`src/hdl/olir_pkg.sv`:
```
package olir_pkg;

  localparam int ACTION_W = 3;
  localparam int VALUE_W  = 32;
  localparam int INDEX_W  = 6;
  localparam int STATUS_W = 2;
  localparam int CMP_W    = INDEX_W + 1;

  typedef logic [ACTION_W-1:0]       action_t;
  typedef logic signed [VALUE_W-1:0] value_t;
  typedef logic [INDEX_W-1:0]        index_t;
  typedef logic [STATUS_W-1:0]       status_t;

  localparam action_t ACT_APPEND       = 3'd0;
  localparam action_t ACT_INSERT       = 3'd1;
  localparam action_t ACT_REMOVE_FIRST = 3'd2;
  localparam action_t ACT_REMOVE_AT    = 3'd3;
  localparam action_t ACT_CLEAR        = 3'd4;

  localparam status_t STAT_DONE = 2'd0;
  localparam status_t STAT_FULL = 2'd1;
  localparam status_t STAT_NONE = 2'd2;

endpackage

```
`src/hdl/olir_if.sv`:
```
interface olir_in_if;
  import olir_pkg::*;

  logic    valid;
  logic    ready;
  action_t action;
  value_t  value;
  index_t  index;

  modport source (output valid, action, value, index, input ready);
  modport sink (input valid, action, value, index, output ready);
endinterface

interface olir_out_if;
  import olir_pkg::*;

  logic    valid;
  logic    ready;
  value_t  item_value;
  index_t  position;
  logic    last;
  logic    empty_res;
  status_t status;

  modport source (output valid, item_value, position, last, empty_res, status, input ready);
  modport sink (input valid, item_value, position, last, empty_res, status, output ready);
endinterface

```
`src/hdl/olir_ram.sv`:
```
module olir_ram #(
  parameter int WIDTH = 32,
  parameter int DEPTH = 16
) (
  input  logic                     clk,
  input  logic                     we,
  input  logic [$clog2(DEPTH)-1:0] waddr,
  input  logic [WIDTH-1:0]         wdata,
  input  logic [$clog2(DEPTH)-1:0] raddr,
  output logic [WIDTH-1:0]         rdata
);

  logic [WIDTH-1:0] mem [DEPTH];

  always_ff @(posedge clk) begin
    if (we) begin
      mem[waddr] <= wdata;
    end
    rdata <= mem[raddr];
  end

endmodule

```
`src/hdl/ordered_list_insert_remove_core.sv`:
```
// Bounded ordered list of signed 32-bit values, up to DEPTH entries.
// items (sink): one action per transfer: append, insert at index, remove
//   first, remove at index, clear. ready is high only while the core idles.
// results (source): after each action the whole list goes out front to
//   back, one transfer per entry, last set on the final one; an empty list
//   gives a single transfer with empty_res set. All results of an action
//   carry the same status (done, full and dropped, nothing removed).
// The entries live in a single-port-write, registered-read RAM that is the
// one shared unit: every shift step and every emitted entry goes through it.
// Steps per action: decode; an insert or remove that changes the list then
// moves each shifted entry by a RAM read and a RAM write, and ends with a
// final step; then each entry is emitted by a RAM read and an output load
// (an empty list gives its one result directly); a stalled receiver holds this.
// The output register lets the next action be taken while the final
// result still waits for the receiver.
// Reset empties the list at once; no clearing pass, stale RAM words are
// never used.
module ordered_list_insert_remove_core #(
  parameter int DEPTH = 16
) (
  input logic       clk,
  input logic       rst,
  olir_in_if.sink   items,
  olir_out_if.source results
);
  import olir_pkg::*;

  localparam int AW = $clog2(DEPTH);
  localparam int CW = $clog2(DEPTH + 1);

  localparam logic [2:0] S_IDLE  = 3'd0;
  localparam logic [2:0] S_UP_RD = 3'd1;
  localparam logic [2:0] S_UP_WR = 3'd2;
  localparam logic [2:0] S_DN_RD = 3'd3;
  localparam logic [2:0] S_DN_WR = 3'd4;
  localparam logic [2:0] S_EMIT  = 3'd5;

  logic [2:0]    state;
  logic [CW-1:0] count;
  logic [CW-1:0] k;
  logic [CW-1:0] pos;
  value_t        val;
  status_t       status;
  logic [CW-1:0] emit_idx;
  logic          rd_pend;
  logic [CW-1:0] pend_pos;
  logic          pend_last;

  logic          out_valid;
  value_t        out_value;
  index_t        out_pos;
  logic          out_last;
  logic          out_empty;
  status_t       out_status;

  logic          ram_we;
  logic [AW-1:0] ram_waddr;
  value_t        ram_wdata;
  logic [AW-1:0] ram_raddr;
  value_t        ram_rdata;

  logic [CW-1:0]    k_dec;
  logic [CW-1:0]    k_inc;
  logic [CW-1:0]    emit_inc;
  logic [CMP_W-1:0] count_x;
  logic [CMP_W-1:0] idx_x;
  logic             full;
  logic             out_free;
  logic             out_load;
  logic             accept;

  assign k_dec    = k - CW'(1);
  assign k_inc    = k + CW'(1);
  assign emit_inc = emit_idx + CW'(1);
  assign count_x  = CMP_W'(count);
  assign idx_x    = CMP_W'(items.index);
  assign full     = (count == CW'(DEPTH));
  assign out_free = !out_valid || results.ready;
  assign out_load = (state == S_EMIT) && ((count == '0) ? out_free : rd_pend);
  assign accept   = items.valid && items.ready;

  assign items.ready        = (state == S_IDLE);
  assign results.valid      = out_valid;
  assign results.item_value = out_value;
  assign results.position   = out_pos;
  assign results.last       = out_last;
  assign results.empty_res  = out_empty;
  assign results.status     = out_status;

  olir_ram #(
    .WIDTH(VALUE_W),
    .DEPTH(DEPTH)
  ) u_ram (
    .clk  (clk),
    .we   (ram_we),
    .waddr(ram_waddr),
    .wdata(ram_wdata),
    .raddr(ram_raddr),
    .rdata(ram_rdata)
  );

  always_comb begin
    ram_we    = 1'b0;
    ram_waddr = k[AW-1:0];
    ram_wdata = ram_rdata;
    ram_raddr = '0;
    case (state)
      S_UP_RD: begin
        if (k == pos) begin
          ram_we    = 1'b1;
          ram_wdata = val;
        end else begin
          ram_raddr = k_dec[AW-1:0];
        end
      end
      S_UP_WR: begin
        ram_we = 1'b1;
      end
      S_DN_RD: begin
        ram_raddr = k_inc[AW-1:0];
      end
      S_DN_WR: begin
        ram_we = 1'b1;
      end
      S_EMIT: begin
        ram_raddr = emit_idx[AW-1:0];
      end
      default: begin
        ram_we = 1'b0;
      end
    endcase
  end

  always_ff @(posedge clk) begin
    if (rst) begin
      state     <= S_IDLE;
      count     <= '0;
      rd_pend   <= 1'b0;
      out_valid <= 1'b0;
    end else begin
      if (out_load) begin
        out_valid <= 1'b1;
      end else if (results.ready) begin
        out_valid <= 1'b0;
      end
      case (state)
        S_IDLE: begin
          if (accept) begin
            val      <= items.value;
            emit_idx <= '0;
            rd_pend  <= 1'b0;
            case (items.action)
              ACT_APPEND, ACT_INSERT: begin
                if (full) begin
                  status <= STAT_FULL;
                  state  <= S_EMIT;
                end else begin
                  status <= STAT_DONE;
                  k      <= count;
                  state  <= S_UP_RD;
                  if (items.action == ACT_INSERT && idx_x < count_x) begin
                    pos <= CW'(items.index);
                  end else begin
                    pos <= count;
                  end
                end
              end
              ACT_REMOVE_FIRST: begin
                if (count == '0) begin
                  status <= STAT_NONE;
                  state  <= S_EMIT;
                end else begin
                  status <= STAT_DONE;
                  k      <= '0;
                  state  <= S_DN_RD;
                end
              end
              ACT_REMOVE_AT: begin
                if (idx_x >= count_x) begin
                  status <= STAT_NONE;
                  state  <= S_EMIT;
                end else begin
                  status <= STAT_DONE;
                  k      <= CW'(items.index);
                  state  <= S_DN_RD;
                end
              end
              ACT_CLEAR: begin
                status <= STAT_DONE;
                count  <= '0;
                state  <= S_EMIT;
              end
              default: begin
                status <= STAT_DONE;
                state  <= S_EMIT;
              end
            endcase
          end
        end
        S_UP_RD: begin
          if (k == pos) begin
            count <= count + CW'(1);
            state <= S_EMIT;
          end else begin
            state <= S_UP_WR;
          end
        end
        S_UP_WR: begin
          k     <= k_dec;
          state <= S_UP_RD;
        end
        S_DN_RD: begin
          if (k_inc >= count) begin
            count <= count - CW'(1);
            state <= S_EMIT;
          end else begin
            state <= S_DN_WR;
          end
        end
        S_DN_WR: begin
          k     <= k_inc;
          state <= S_DN_RD;
        end
        S_EMIT: begin
          if (count == '0) begin
            if (out_free) begin
              out_value  <= '0;
              out_pos    <= '0;
              out_last   <= 1'b1;
              out_empty  <= 1'b1;
              out_status <= status;
              state      <= S_IDLE;
            end
          end else if (rd_pend) begin
            out_value  <= ram_rdata;
            out_pos    <= INDEX_W'(pend_pos);
            out_last   <= pend_last;
            out_empty  <= 1'b0;
            out_status <= status;
            rd_pend    <= 1'b0;
            if (pend_last) begin
              state <= S_IDLE;
            end
          end else if (out_free) begin
            rd_pend   <= 1'b1;
            pend_pos  <= emit_idx;
            pend_last <= (emit_inc == count);
            emit_idx  <= emit_inc;
          end
        end
        default: begin
          state <= S_IDLE;
        end
      endcase
    end
  end

  a_count_bound: assert property (@(posedge clk) disable iff (rst)
    count <= CW'(DEPTH))
    else $error("entry count above depth");

  a_busy_after_accept: assert property (@(posedge clk) disable iff (rst)
    accept |=> !items.ready)
    else $error("ready while an action is in progress");

  a_empty_is_last: assert property (@(posedge clk) disable iff (rst)
    results.valid && results.empty_res |-> results.last && results.position == '0)
    else $error("empty result not marked last at front");

  a_load_into_free: assert property (@(posedge clk) disable iff (rst)
    rd_pend |-> !out_valid)
    else $error("read data arrives while output register holds a result");

endmodule

```
`src/flat_wrapper.sv`:
```
// flat-port wrapper written by rule: the top's interface ports become plain ports
module ordered_list_insert_remove_core_flat import olir_pkg::*;
#(
  parameter int DEPTH = 16
)
  (clk, rst, items_valid, items_action, items_value, items_index, items_ready, results_valid, results_item_value, results_position, results_last, results_empty_res, results_status, results_ready);
  olir_in_if items_i ();
  olir_out_if results_i ();
  input logic clk;
  input logic rst;
  input wire logic [$bits(items_i.valid)-1:0] items_valid;
  input wire logic [$bits(items_i.action)-1:0] items_action;
  input wire logic [$bits(items_i.value)-1:0] items_value;
  input wire logic [$bits(items_i.index)-1:0] items_index;
  output wire logic [$bits(items_i.ready)-1:0] items_ready;
  output wire logic [$bits(results_i.valid)-1:0] results_valid;
  output wire logic [$bits(results_i.item_value)-1:0] results_item_value;
  output wire logic [$bits(results_i.position)-1:0] results_position;
  output wire logic [$bits(results_i.last)-1:0] results_last;
  output wire logic [$bits(results_i.empty_res)-1:0] results_empty_res;
  output wire logic [$bits(results_i.status)-1:0] results_status;
  input wire logic [$bits(results_i.ready)-1:0] results_ready;
  assign items_i.valid = items_valid;
  assign items_i.action = items_action;
  assign items_i.value = items_value;
  assign items_i.index = items_index;
  assign items_ready = items_i.ready;
  assign results_valid = results_i.valid;
  assign results_item_value = results_i.item_value;
  assign results_position = results_i.position;
  assign results_last = results_i.last;
  assign results_empty_res = results_i.empty_res;
  assign results_status = results_i.status;
  assign results_i.ready = results_ready;
  ordered_list_insert_remove_core #(.DEPTH(DEPTH)) u_core (.clk(clk), .rst(rst), .items(items_i), .results(results_i));
endmodule
```
`config.mk`:
```
export PLATFORM = sky130hd
export DESIGN_NAME = ordered_list_insert_remove_core_flat
export DESIGN_NICKNAME = d
export VERILOG_FILES = /design/src/hdl/olir_pkg.sv /design/src/hdl/olir_if.sv /design/src/hdl/olir_ram.sv /design/src/hdl/ordered_list_insert_remove_core.sv /design/src/flat_wrapper.sv
export SDC_FILE = /design/constraint.sdc
export NUM_CORES = 1
export LEC_CHECK = 0
export BUFFER_PORTS_ARGS = -buffer_cell sky130_fd_sc_hd__buf_2
export CORE_MARGIN = 5
export CORE_UTILIZATION = 55
export DETAILED_ROUTE_END_ITERATION = 10
export PLACE_DENSITY_LB_ADDON = 0.25
export RECOVER_POWER = 25
export SYNTH_ARGS = -nofsm -noshare
export SYNTH_HDL_FRONTEND = slang
export SYNTH_SLANG_ARGS = --single-unit
export TNS_END_PERCENT = 10
```
`constraint.sdc`:
```
create_clock -name clk -period 6.7 [get_ports clk]
set_input_delay 0 -clock clk [delete_from_list [all_inputs] [get_ports clk]]
set_output_delay 0 -clock clk [all_outputs]
set_load 0.05 [all_outputs]
```
==> results of run 1 <==
## power by group
group | internal (uW) | leakage, uW | total, uW | switching (uW)
clock network | 2120 | 0.00103 | 3580 | 1460
registers | 5140 | 0.00585 | 5250 | 112
logic | 495 | 0.00332 | 1750 | 1250
total | 7750 | 0.0102 | 10600 | 2820
## how the worst max path moves through the flow
stage                         start                  endpoint
floorplan           u_core.count[0]  u_core.results.empty_res
global placement        u_core.k[2]   u_core.u_ram.mem[6][15]
detailed placement      u_core.k[2]   u_core.u_ram.mem[7][15]
CTS                     u_core.k[2]   u_core.u_ram.mem[7][13]
global route        u_core.state[2]             u_core.pos[1]
finish              u_core.state[2]             u_core.pos[1]
## Yosys cell counts (32+ instances only)
master,count
sky130_fd_sc_hd__a21oi_1,88
sky130_fd_sc_hd__a221o_1,32
sky130_fd_sc_hd__a32oi_1,32
sky130_fd_sc_hd__and2_1,39
sky130_fd_sc_hd__buf_2,44
sky130_fd_sc_hd__clkbuf_1,34
sky130_fd_sc_hd__dfxtp_1,42
sky130_fd_sc_hd__edfxtp_1,608
sky130_fd_sc_hd__mux2_2,36
sky130_fd_sc_hd__mux2i_1,128
sky130_fd_sc_hd__nand2_1,314
sky130_fd_sc_hd__nand3_1,169
sky130_fd_sc_hd__nor2_1,42
## state kept, by name, summed over array words and instances, names as in the netlist
register,cells
u_core.rd_pend,1
u_core.count,5
u_core.u_ram.rdata,32
u_core.results.valid,1
u_core.u_ram.mem,512
u_core.k,5
u_core.results.status,2
u_core.pend_last,1
u_core.pos,5
u_core.results.item_value,32
u_core.status,2
u_core.results.empty_res,1
u_core.results.last,1
u_core.emit_idx,5
u_core.pend_pos,5
u_core.val,32
u_core.state,3
u_core.results.position,5
## worst max-delay path, stage by stage (launching register included)
cell and delay [ns]:
sky130_fd_sc_hd__dfxtp_1 0.54, sky130_fd_sc_hd__nor3_1 0.50, sky130_fd_sc_hd__nand2_1 0.25, sky130_fd_sc_hd__nor2_4 0.12, sky130_fd_sc_hd__clkbuf_1 2.04, sky130_fd_sc_hd__and3_1 0.50
## cells in the final DEF, fill, tap and decap left out, types with 7 or more instances in the layout
cell type and instances:
sky130_fd_sc_hd__clkbuf_16 69, sky130_fd_sc_hd__and2_1 15, sky130_fd_sc_hd__edfxtp_1 608, sky130_fd_sc_hd__nor3_1 9, sky130_fd_sc_hd__nor2_1 27, sky130_fd_sc_hd__mux2_1 14
sky130_fd_sc_hd__mux2i_1 128, sky130_fd_sc_hd__inv_1 16, sky130_fd_sc_hd__xor2_1 13, sky130_fd_sc_hd__mux2_2 22, sky130_fd_sc_hd__clkinv_1 8, sky130_fd_sc_hd__nand2b_1 7
sky130_fd_sc_hd__clkbuf_1 69, sky130_fd_sc_hd__a21oi_1 88, sky130_fd_sc_hd__xnor2_1 9, sky130_fd_sc_hd__nor2_4 15, sky130_fd_sc_hd__nand3_1 169, sky130_fd_sc_hd__a32oi_1 32
sky130_fd_sc_hd__buf_2 43, sky130_fd_sc_hd__dfxtp_1 42, sky130_fd_sc_hd__and2_0 24, sky130_fd_sc_hd__ha_1 18, sky130_fd_sc_hd__o21ai_0 9, sky130_fd_sc_hd__nand2_1 313
sky130_fd_sc_hd__clkinv_2 10, sky130_fd_sc_hd__a221o_1 32, sky130_fd_sc_hd__dlygate4sd3_1 45, sky130_fd_sc_hd__buf_4 21
## cell type report
type / count / area share (%)
inverter: 17 / 0.216
timing repair buffer: 156 / 3.50
sequential: 650 / 64.8
clock buffer: 96 / 6.30
multi-input combinational: 1014 / 21.8
clock inverter: 24 / 0.828
tap: 607 / 2.58
## per-stage QoR
step | setup WS [ns] | instance area, um2
2_1_floorplan | 2.15 | 26000
3_3_place_gp | 3.02 | 27000
3_5_place_dp | 2.91 | 27000
4_1_cts | 2.87 | 29500
5_1_grt | 2.16 | 29500
6_report | 2.42 | 29500
## layer usage
layer,global-route usage [%],routed length [um],vias up
met5,0,0,-
met1,29.4,23700,7455
li1,-,-,6930
met4,6.98,1390,0
met2,36.1,27600,460
met3,3.37,2880,101
## cells by family (layout without fill, tap and decap cells)
group | after synthesis | count (layout) | synth area share, %
DFF | 650 | 650 | 73.5
and+or+nand+nor | 609 | 609 | 10.6
AOI/OAI and AO/OA | 199 | 199 | 5.35
muxes | 164 | 164 | 6.49
buffers and inverters | 118 | 293 | 2.40
xor gates and xnor gates | 22 | 22 | 0.741
adders and majority gates | 19 | 19 | 0.944
other | 1 | 1 | 0.0144
==> summary by stage, run 1 <==
Drt
The average wire per standard cell is 21.7 um. Before antenna repair, the detailed router went through 6 iterations. The count of nets left with antenna violations once routing finished came out at 0. In the routed design, unresolved DRC markers number 0.

The total vias in the final route is 14900. The detailed router finished its first iteration with 1444 violations. The average vias per placed instance is 5.83. The final layout contains routed wiring with a total length of ~56000 um.

Layout
The final-layout fill cell count is roughly 3400. 0 antenna diodes ended up in the layout. Once layout is complete, the cells apart from fillers number 2564.

The register area is 19100 um2. After the last flow step, the layout net total stands at 1969. Of the cells placed in the final design, the portion with a size suffix greater than 1 is around 11%. The final core utilization is 63.2%.

Compared with the post-synthesis result, the final layout area differs by 13.4%. The area of the multi-input gates is 6430 um2.

Min path
For hold timing, the worst endpoint is u_core.pos[0]. The startpoint identified for the worst hold timing path is items_index[5]. The kind of path behind the tightest hold check is input port to flop. The number of cells traversed by the worst hold path is 5.

Clocking
Post-CTS timing repair inserted 0 buffers for setup. TritonCTS built the clock tree. The CTS sink count is 650.

The number of buffers on the longest clock path is 3. The worst-skew pair later-pin latency is 0.59 ns. The CTS clock-pin slew for the worst setup and hold paths is roughly 0.060 ns. The count of H-tree levels built during CTS is 3. The number of buffers inserted during clock tree synthesis is 66. The library cell used as clock root buffer is sky130_fd_sc_hd__clkbuf_16. The total of hold buffers inserted after clock tree synthesis is 45. Once the clock tree was built, the resizer swapped 0 gates to a different size.

Worst setup path
The required time of the worst setup path is 6.97 ns. The kind of critical path is flop to flop. At the worst endpoint, the arrival time is 4.55 ns.

Of all nets on the critical path, the largest fanout is 36. In this run the critical register-to-register path is launched from u_core.state[2]. The end of the worst register-to-register path is u_core.pos[1].

In this run the register-to-register setup slack is 2.42 ns. The startpoint class of the critical path is a flop. The worst reg2reg path depth is 5. The worst setup path is captured at a flop.

Logic synthesis
The dominant cell type by area after synthesis is sky130_fd_sc_hd__edfxtp_1. The net count after synthesis is roughly 1800. After synthesis, flip-flops and latches occupy 73.5% of the total area.

The count of flip-flops with a built-in enable after synthesis is 608. The fraction of registers with async set/reset is 0%. The synthesized instance count is about 1800. After synthesis the cells add up to about 26000 um2. For this run, the leading register cell type out of synthesis is sky130_fd_sc_hd__edfxtp_1.

By area the synthesized netlist is led by sky130_fd_sc_hd__edfxtp_1 (70%), sky130_fd_sc_hd__mux2i_1 (4.9%), sky130_fd_sc_hd__nand2_1 (4.5%), sky130_fd_sc_hd__nand3_1 (3.3%), sky130_fd_sc_hd__dfxtp_1 (3.2%). The share of the synthesized area in the top cell type is 70.2%. The Yosys step of the flow raised 0 warnings. Averaged over all synthesized cells, the footprint is between 10 and 15 um2.

In this run, synthesis produced a sequential element count of 650. Synthesis instantiated 62 different standard cells from the library.

Floorplan
The floorplan has 79 rows. The floorplan step set the die width to about 230 um. The overall die area is just over 50000 um2. From bottom edge to top edge, the die measures 227 um.

The floorplan step defined a core boundary enclosing 46700 um2. The initial utilization of the core area, before any placement, comes to 55.7%. The total I/O pin count is 89.

Status
The flow ran to the end, but the final reports show violations. The checks that failed: max-capacitance violations, max-slew violations.

Placement
Port buffering added between 80 and 90 buffers. The placed instance count is between 2000 and 2500. Routability-driven placement finished with a final weighted congestion of about 0.83. Summed over all nets, the half-perimeter wirelength after detailed placement is between 20000 and 30000 um.

STA
The clock arrives with about 0.022 ns of skew. Setup repair after global routing left no endpoint under its margin. The max-slew headroom at the worst pin is -93.3%. The tightest hold margin is 0.0652 ns. The routed design could run at a clock period as short as 4.28 ns. The total negative slack for setup checks is 0 ns. The transition at the pin with the smallest max-transition slack is 2.90 ns.

The portion of the clock cycle consumed by the worst path in the final layout is 63.9%. The maximum clock frequency is 234 MHz. The number of hold violations in the final report is 0. The number of pins exceeding their max-slew limit in the final report is 80. The final-report setup violation count is 0.

Global routing
The overall track demand over capacity in global routing is 21.6%. Entering global routing, the biggest net connects 105 pins. The first global-routing pass estimated 85600 um of wire. The initial antenna violation count is 0. The global route total overflow is 0. The via count of the first global-routing pass is 14900.

Pwr
The power density relative to cell area is approximately 360 nW/um2. IR analysis of the VDD net gives a maximum drop of around 240 uV. The total chip power is 10600 uW. The leakage power is 0.0102 uW.

Flow run
The max capacitance violation total is 2.
No activity file was read; power rests on OpenSTA's default activity.
==> inputs of run 2 (changes only) <==
==> constraint.sdc (replaced) <==
create_clock -name clk -period 4.5 [get_ports clk]
set_input_delay 0 -clock clk [delete_from_list [all_inputs] [get_ports clk]]
set_output_delay 0 -clock clk [all_outputs]
set_load 0.05 [all_outputs]
==> run 2 against run 1 <==
Effect of this change: combinational power is 62% higher; the flow still finishes with violations (max-capacitance violations, max-slew violations); largest power group unchanged; clock power grew 42%; fmax up 12%.
==> summary by stage, run 2 (synthesis gave the netlist of run 1 again) <==
Floorplan
The overall die area is 51700 um2 (unchanged). The width of the die is 227 um (unchanged). The starting utilization of the core area was 55.7% (unchanged).

The number of rows created at floorplan was 79 (unchanged). The total I/O pin count is 89 (unchanged). The height of the die is 227 um (unchanged). The standard cell core area was 46700 um2 (unchanged).

STA
The portion of the clock cycle consumed by the worst path in the final layout came to 85.1% (+21 points). The number of pins exceeding their max-slew limit in the final report is 21 (-74%). The maximum clock frequency is 261 MHz (+12%). The max-slew headroom at the worst pin was -3.05% (+90 points). The final-report setup violation count came to 0 (unchanged). The number of hold violations in the final report is 0 (unchanged). The tightest hold margin came to 0.0337 ns (-0.0315 ns).

Setup repair after global routing left no endpoint under its margin. The largest clock skew in the final design was 0.0208 ns (-0.00155 ns). The least setup slack across all paths after layout is 0.669 ns (-1.75 ns). The total negative slack for setup checks is 0 ns (unchanged). The final critical-path required period came to 3.83 ns (-0.449 ns). The transition at the pin with the smallest max-transition slack came to 1.55 ns (-1.35 ns).

Layout
The area growth from synthesis to layout is 14.0%. The ratio of cells with drive above 1 in the final layout is 12.3% (+1.5 points). The layout net count is 1994 (+1.3%). The non-filler instance count after layout is 2588 (+0.94%). The register area came to 19100 um2 (unchanged). The area of the multi-input gates is 6420 um2 (about the same). In the layout the commonest cells are sky130_fd_sc_hd__edfxtp_1 (608), sky130_fd_sc_hd__nand2_1 (312), sky130_fd_sc_hd__nand3_1 (169). The largest register by flop count is u_core.u_ram.mem. The number of antenna cells inserted is 0 (unchanged). The number of flip-flops under the largest register name is 512 (unchanged). The final-layout fill cell count came to 3401 (+0.12%). The most common cell after layout, fill and taps aside is sky130_fd_sc_hd__edfxtp_1.

Drt
The number of DRC violations after detailed routing is 0 (unchanged). The average wire per standard cell is 22.9 um (+5.3%). The total vias in the final route is 15300 (+2.4%). The aggregate routed wire length is 59200 um (+6.3%). The first-pass iteration count of the detailed router is 5 (-1).

The number of nets with antenna violations after routing was 0 (unchanged). The detailed router's first-iteration violation count is 1535 (+6.3%). The average vias per placed instance is 5.91 (+1.4%).

Worst setup path
STA classifies the critical path endpoint as a flop. The minimum setup slack among reg-to-reg paths came to 0.67 ns (-1.75 ns). The largest fanout on the critical path came to 32 (-11%).

The data arrival time at the worst-slack endpoint is 4.10 ns (-0.45 ns). The required time of the worst setup path came to 4.77 ns (-2.20 ns). STA classifies the critical path startpoint as a flop. The worst reg2reg path depth is 6 (+1). The kind of critical path is flop to flop.

Placement
The worst setup slack before clock tree synthesis is 1.13 ns (-1.77 ns). The placed instance count is 2423 (+1.0%). The placed wire-length estimate is 34700 um (+16%). The placer congestion estimate came to 0.822 (-0.78%). The number of I/O port buffers is 87 (unchanged).

Status
The flow ran to the end, but the final reports show violations. The final reports fail on max-capacitance violations, max-slew violations.

Pwr
The sequential cell fraction of total power is 49.7% (about the same). The switching power total came to 4450 uW (+58%). The part of the power in combinational logic is 18.0% (+1.5 points). The internal power of the cells was 11300 uW (+46%). The clock network fraction of design power was 32.3% (-1.5 points).

The share of total power consumed by net switching is 28.2% (+1.6 points). The leakage power is 0.0103 uW (+0.95%). The power density relative to cell area is 532 nW/um2 (+48%). The largest vdd supply drop is 282 uV (+16%). The total chip power is 15800 uW (+49%).

Clocking
The CTS clock-pin slew for the worst setup and hold paths is 0.06 ns (about the same). The count of H-tree levels built during CTS is 3 (unchanged). The post-cts resize count came to 0 (unchanged).

The number of buffers on the longest clock path is 3 (unchanged). The worst-skew pair later-pin latency was 0.60 ns (about the same). The CTS sink count is 650 (unchanged). TritonCTS built the clock tree. CTS placed an instance of sky130_fd_sc_hd__clkbuf_16 at the clock tree root.

The number of buffers inserted during clock tree synthesis is 66 (unchanged).

Global routing
The via count of the first global-routing pass is 15300 (+2.2%). The overall track demand over capacity in global routing came to 22.9% (+1.3 points). The initial antenna violation count is 1 (+1). The largest net degree at the start of global routing is 95 (-9.5%). The global route total overflow is 0 (unchanged). The wire length of the first global-routing pass came to 89500 um (+4.5%).

Min path
The number of cells traversed by the worst hold path is 5 (unchanged). The min-delay analysis places its worst path in the category input port to flop.

Flow run
The max capacitance violation total is 1 (-1).
run 2: cell count changes in the layout (fill, tap and decap cells not counted), moves of 5 or more:
cell                        change
sky130_fd_sc_hd__mux2_1        -12
sky130_fd_sc_hd__and2_0        -11
sky130_fd_sc_hd__bufinv_16      -5
sky130_fd_sc_hd__buf_12         +5
sky130_fd_sc_hd__buf_4         +16
sky130_fd_sc_hd__mux2_2        +12
sky130_fd_sc_hd__and2_1        +11
run 2: what timing repair did:
| item | 4_1_cts | 5_1_grt |
|---|---|---|
| buffers inserted | 0 | 0 |
| hold endpoints to repair | 59 | 0 |
| hold buffers | 46 | 0 |
run 2: power by group through the flow:
stage,Clock (uW),Sequential (uW),Combinational (uW)
2_1_floorplan,0,7860,1880
3_3_place_gp,0,7940,2720
3_5_place_dp,0,7950,2800
4_1_cts,5160,7830,2840
5_1_grt,5420,7860,3080
6_report,5090,7830,2840
run 2: path summary, 6_finish.rpt:
kind                                    to        startpoint
hold / removal            u_core.status[1]    items_index[5]
setup reg to reg   u_core.u_ram.mem[10][3]       u_core.k[2]
hold reg to reg   u_core.results.status[0]  u_core.status[0]
setup / recovery   u_core.u_ram.mem[10][3]       u_core.k[2]
run 2: routing by layer:
metal  global-route usage (%)  vias to the layer above  share of wire (%)
met5                        0                        -              0.022
met4                     7.68                        2                2.6
met3                     4.18                      107                6.7
met2                     37.5                      554                 49
met1                     31.4                     7645                 42
li1                         -                     6992                  -
run 2: critical path, cell delays in order, from the launching register on:
cell and delay [ns]:
sky130_fd_sc_hd__edfxtp_1 0.62, sky130_fd_sc_hd__xor2_1 0.24, sky130_fd_sc_hd__nor3_1 0.75, sky130_fd_sc_hd__and2_0 0.32
sky130_fd_sc_hd__nand2_2 0.07, sky130_fd_sc_hd__clkbuf_2 0.69, sky130_fd_sc_hd__mux2_1 0.79
run 2: stage by stage:
stage	utilization (%)	instance area, um2
floorplan	-	26000
global placement	58.4	27200
detailed placement	58.4	27200
CTS	63.7	29700
global route	63.5	29600
finish	63.5	29600
run 2: area by class of cell:
type                            count  area share [%]
Clock buffer                       96            6.27
Clock inverter                     23           0.507
Inverter                           17           0.215
Multi-Input combinational cell   1014            21.7
Sequential cell                   650            64.5
Tap cell                          607            2.56
Timing Repair Buffer              181            4.31
==> inputs of run 3 (changes only) <==
--- a/config.mk
+++ b/config.mk
@@ -5,9 +5,10 @@
 export SDC_FILE = /design/constraint.sdc
 export NUM_CORES = 1
 export LEC_CHECK = 0
+export ABC_AREA = 1
 export BUFFER_PORTS_ARGS = -buffer_cell sky130_fd_sc_hd__buf_2
 export CORE_MARGIN = 5
-export CORE_UTILIZATION = 55
+export CORE_UTILIZATION = 50
 export DETAILED_ROUTE_END_ITERATION = 10
 export PLACE_DENSITY_LB_ADDON = 0.25
 export RECOVER_POWER = 25
==> run 3 against run 2 <==
Effect of this change: the run still ends with max-capacitance violations, max-slew violations left; largest power group unchanged; die area up 13%; clock power up 9.0%; non-clock buffer count down 6; setup slack better by 0.19 ns; critical path type unchanged; critical path depth up 5; synthesized area up 3.3%.
==> summary by stage, run 3 <==
Status
The flow ran to the end, but the final reports show violations. The checks that failed: max-capacitance violations, max-slew violations.

Clocking
The total of hold buffers inserted after clock tree synthesis is 46 (unchanged). The CTS clock-pin slew for the worst setup and hold paths came to 0.06 ns (about the same). The CTS tree is done.

The number of buffers inserted during clock tree synthesis is 69 (+4.5%). The count of H-tree levels built during CTS is 3 (unchanged). The root buffer cell chosen for the clock tree is sky130_fd_sc_hd__clkbuf_16. The total setup buffers inserted after CTS is 0 (unchanged).

The number of buffers on the longest clock path came to 3 (unchanged). The worst-skew pair later-pin latency is 0.61 ns (about the same). The post-cts resize count is 0 (unchanged). The CTS sink count was 650 (unchanged).

Drt
The detailed router's first-iteration violation count is 2073 (+35%). The total vias in the final route came to 18300 (+20%). The number of nets with antenna violations after routing was 0 (unchanged).

The number of DRC violations after detailed routing is 0 (unchanged). The aggregate routed wire length came to 69000 um (+17%). The first-pass iteration count of the detailed router is 5 (unchanged). The average vias per placed instance came to 5.75 (-2.8%). The average wire per standard cell is 21.7 um (-5.2%).

Layout
The final-layout fill cell count is 4390 (+29%). The synthesis-to-layout area growth is 13.9% (about the same). The final core utilization is 57.2% (-6.3 points). In the layout the commonest cells are sky130_fd_sc_hd__nand3_1 (660), sky130_fd_sc_hd__nand2_1 (623), sky130_fd_sc_hd__edfxtp_1 (608). The layout net count is 2495 (+25%). The ratio of cells with drive above 1 in the final layout is 8.52% (-3.8 points). The area of all placed cells without fillers is 30600 um2 (+3.2%). More flip-flops sit in one register than any other, and that register is u_core.u_ram.mem. The number of flip-flops under the largest register name is 512 (unchanged). The library cell used most frequently in the layout, excluding fill and tap cells, is sky130_fd_sc_hd__nand3_1.

Pwr
The leakage power is 0.0114 uW (+11%). The power density relative to cell area is 662 nW/um2 (+25%). The total chip power is 20200 uW (+29%).

The largest vdd supply drop came to 864 uV (+210%).

Worst setup path
The critical path is of the flop to flop type. The worst register-to-register path ends at u_core.u_ram.mem[4][15]. By instance count, the cell type seen most on the critical path is sky130_fd_sc_hd__nand2_1.

The largest stage delay on the critical path came to 0.81 ns (+0.02 ns). The family of cells with the greatest summed delay on the critical path is simple AND/OR/NAND/NOR gates. The kind of end point of the critical path is a flop. The critical path buffer and inverter count is 3 (+2). The cell type of the slowest stage on the worst timing path is sky130_fd_sc_hd__nor2_4.

The worst reg2reg path depth came to 11 (+5). The data arrival time at the worst-slack endpoint is 3.95 ns (-0.15 ns). The required time of the worst setup path is 4.81 ns (+0.04 ns).

The beginning of the worst register-to-register path is u_core.k[0]. Traced cell by cell, the critical path runs through inv_1, nand2_1, nand2_1, nor2_1, nand3_1, nor2_4, nor2_1, inv_1, nand2_1, nor2_4, buf_4. The largest fanout on the critical path was 25 (-22%). The minimum setup slack among reg-to-reg paths is 0.86 ns (+0.19 ns). The worst setup path is launched from a flop.

STA
The number of hold violations in the final report is 0 (unchanged). The number of pins exceeding their max-slew limit in the final report is 36 (+71%). The transition at the pin with the smallest max-transition slack is 1.98 ns (+0.433 ns). Setup repair after global routing left no endpoint under its margin. The max-slew headroom at the worst pin is -32.0% (-29 points).

The final critical-path required period is 3.64 ns (-0.192 ns). The total negative slack for setup checks is 0 ns (unchanged). The tightest hold margin is 0.0719 ns (+0.0382 ns).

The largest clock skew in the final design is 0.0251 ns (+0.00432 ns). The maximum clock frequency is 275 MHz (+5.3%). The final-report setup violation count is 0 (unchanged). The portion of the clock cycle consumed by the worst path in the final layout came to 80.9% (-4.3 points).

Logic synthesis
The synthesized instance count is 2328 (+31%). The number of synthesized register bits came to 650 (unchanged). The fraction of registers with async set/reset is 0% (unchanged). The dominant cell type by area after synthesis is sky130_fd_sc_hd__edfxtp_1. The average size of a mapped cell is 11.5 um2 (-21%). The distinct cell type count of the synthesized netlist is 41 (-34%).

The cell area after synthesis was 26800 um2 (+3.3%). The number of warning messages in the yosys log came to 0 (unchanged). The net count after synthesis is 2392 (+30%). In the synthesized netlist, the cells that appear most often are sky130_fd_sc_hd__nand3_1 (659), sky130_fd_sc_hd__nand2_1 (626), sky130_fd_sc_hd__edfxtp_1 (608). The count of flip-flops with a built-in enable after synthesis came to 608 (unchanged). The register area share after synthesis is 71.2% (-2.3 points).

By instance count, the leading cell after synthesis is sky130_fd_sc_hd__nand3_1. The dominant synthesized flop cell is sky130_fd_sc_hd__edfxtp_1. In the post-synthesis netlist, the biggest area contributors are sky130_fd_sc_hd__edfxtp_1 (68%), sky130_fd_sc_hd__nand3_1 (12%), sky130_fd_sc_hd__nand2_1 (8.8%), sky130_fd_sc_hd__dfxtp_1 (3.1%), sky130_fd_sc_hd__buf_2 (2.1%). The share of the synthesized area in the top cell type came to 68.0% (-2.2 points).

Placement
The placed wire-length estimate is 37300 um (+7.7%). The placer congestion estimate is 0.837 (+1.8%). The standard cell area after detailed placement is 28000 um2 (+2.7%). The number of I/O port buffers is 87 (unchanged).

Flow run
The max capacitance violation total is 1 (unchanged).

Floorplan
The starting utilization of the core area is 50.2% (-5.5 points). The height of the die was 242 um (+6.3%). The standard cell core area was 53500 um2 (+15%). The overall die area is 58400 um2 (+13%). The width of the die was 242 um (+6.3%). The total I/O pin count was 89 (unchanged). The number of rows created at floorplan is 85 (+7.6%).

Min path
In this run the worst hold path is classified as input port to flop. The endpoint of the worst hold-timing path is u_core.status[1]. The number of cells traversed by the worst hold path is 6 (+1). The worst hold path begins at items_index[5].

Global routing
The overall track demand over capacity in global routing is 23.1% (+0.19 points). The initial antenna violation count is 0 (-1). The largest net degree at the start of global routing is 180 (+89%). The global route total overflow came to 0 (unchanged).

The wire length of the first global-routing pass is 106000 um (+18%). The via count of the first global-routing pass is 18000 (+18%).
run 3: cell types whose count changed after synthesis, moves of 39 or more:
cell                      change
sky130_fd_sc_hd__nand3_1    +490
sky130_fd_sc_hd__nand2_1    +312
sky130_fd_sc_hd__mux2i_1    -128
sky130_fd_sc_hd__a21oi_1     -76
sky130_fd_sc_hd__inv_1       +70
sky130_fd_sc_hd__buf_2       +67
sky130_fd_sc_hd__and2_1      -39
run 3: routing by layer:
layer | GRT usage, % | vias up | share of wire, %
met2 | 36.6 | 887 | 48
met3 | 4.10 | 109 | 8.6
met5 | 0 | - | 0
li1 | - | 8429 | -
met4 | 8.59 | 0 | 2.7
met1 | 32.3 | 8872 | 41
run 3: through the flow:
stage	setup WS, ns	cells
4_1_cts	0.885	3183
3_3_place_gp	0.961	3010
6_report	0.860	3184
2_1_floorplan	0.488	2328
3_5_place_dp	0.914	3010
5_1_grt	0.578	3183
run 3: final cells by class:
| type | instances | area [um2] | area share [%] |
|---|---|---|---|
| flip-flops and latches | 650 | 19100 | 62.5 |
| multi-input cells | 1438 | 6770 | 22.1 |
| clock buffers | 95 | 1860 | 6.10 |
| repair buffers | 175 | 1250 | 4.10 |
| well taps | 696 | 871 | 2.85 |
| inverters | 97 | 372 | 1.22 |
| clock inverters | 32 | 345 | 1.13 |
| diodes | 1 | 2.50 | 0.00818 |
run 3: logic make-up (layout without fill, tap and decap cells):
| family | after synthesis | count (layout) | share of synthesized area [%] |
|---|---|---|---|
| adders and majority gates | 19 | 19 | 0.914 |
| and+or+nand+nor | 1356 | 1356 | 22.3 |
| xor gates and xnor gates | 15 | 15 | 0.489 |
| DFF | 650 | 650 | 71.2 |
| buffers and inverters | 240 | 399 | 4.14 |
| AOI/OAI and AO/OA | 47 | 47 | 1.02 |
| other | 1 | 2 | 0.0140 |
run 3: worst max-delay path by stage:
stage | from | end | cells past startpoint
after global routing | u_core.k[0] | u_core.u_ram.mem[4][15] | 11
after global placement | u_core.k[0] | u_core.u_ram.mem[4][14] | 11
after CTS | u_core.k[0] | u_core.u_ram.mem[4][15] | 11
after detailed placement | u_core.k[0] | u_core.u_ram.mem[4][14] | 11
after floorplan | u_core.k[0] | u_core.u_ram.mem[3][0] | 8
final | u_core.k[0] | u_core.u_ram.mem[4][15] | 11
run 3: power breakdown:
group / switching [uW] / total (uW) / internal, uW
Combinational: 4690 / 6330 / 1650
Sequential: 283 / 8370 / 8080
Clock: 2320 / 5550 / 3220
run 3: tightest hold or removal path: cells and delay by family:
family	cells	cell delay, ns
buf+inv	1	0.09
compound gates	2	0.23
simple gates	3	0.24
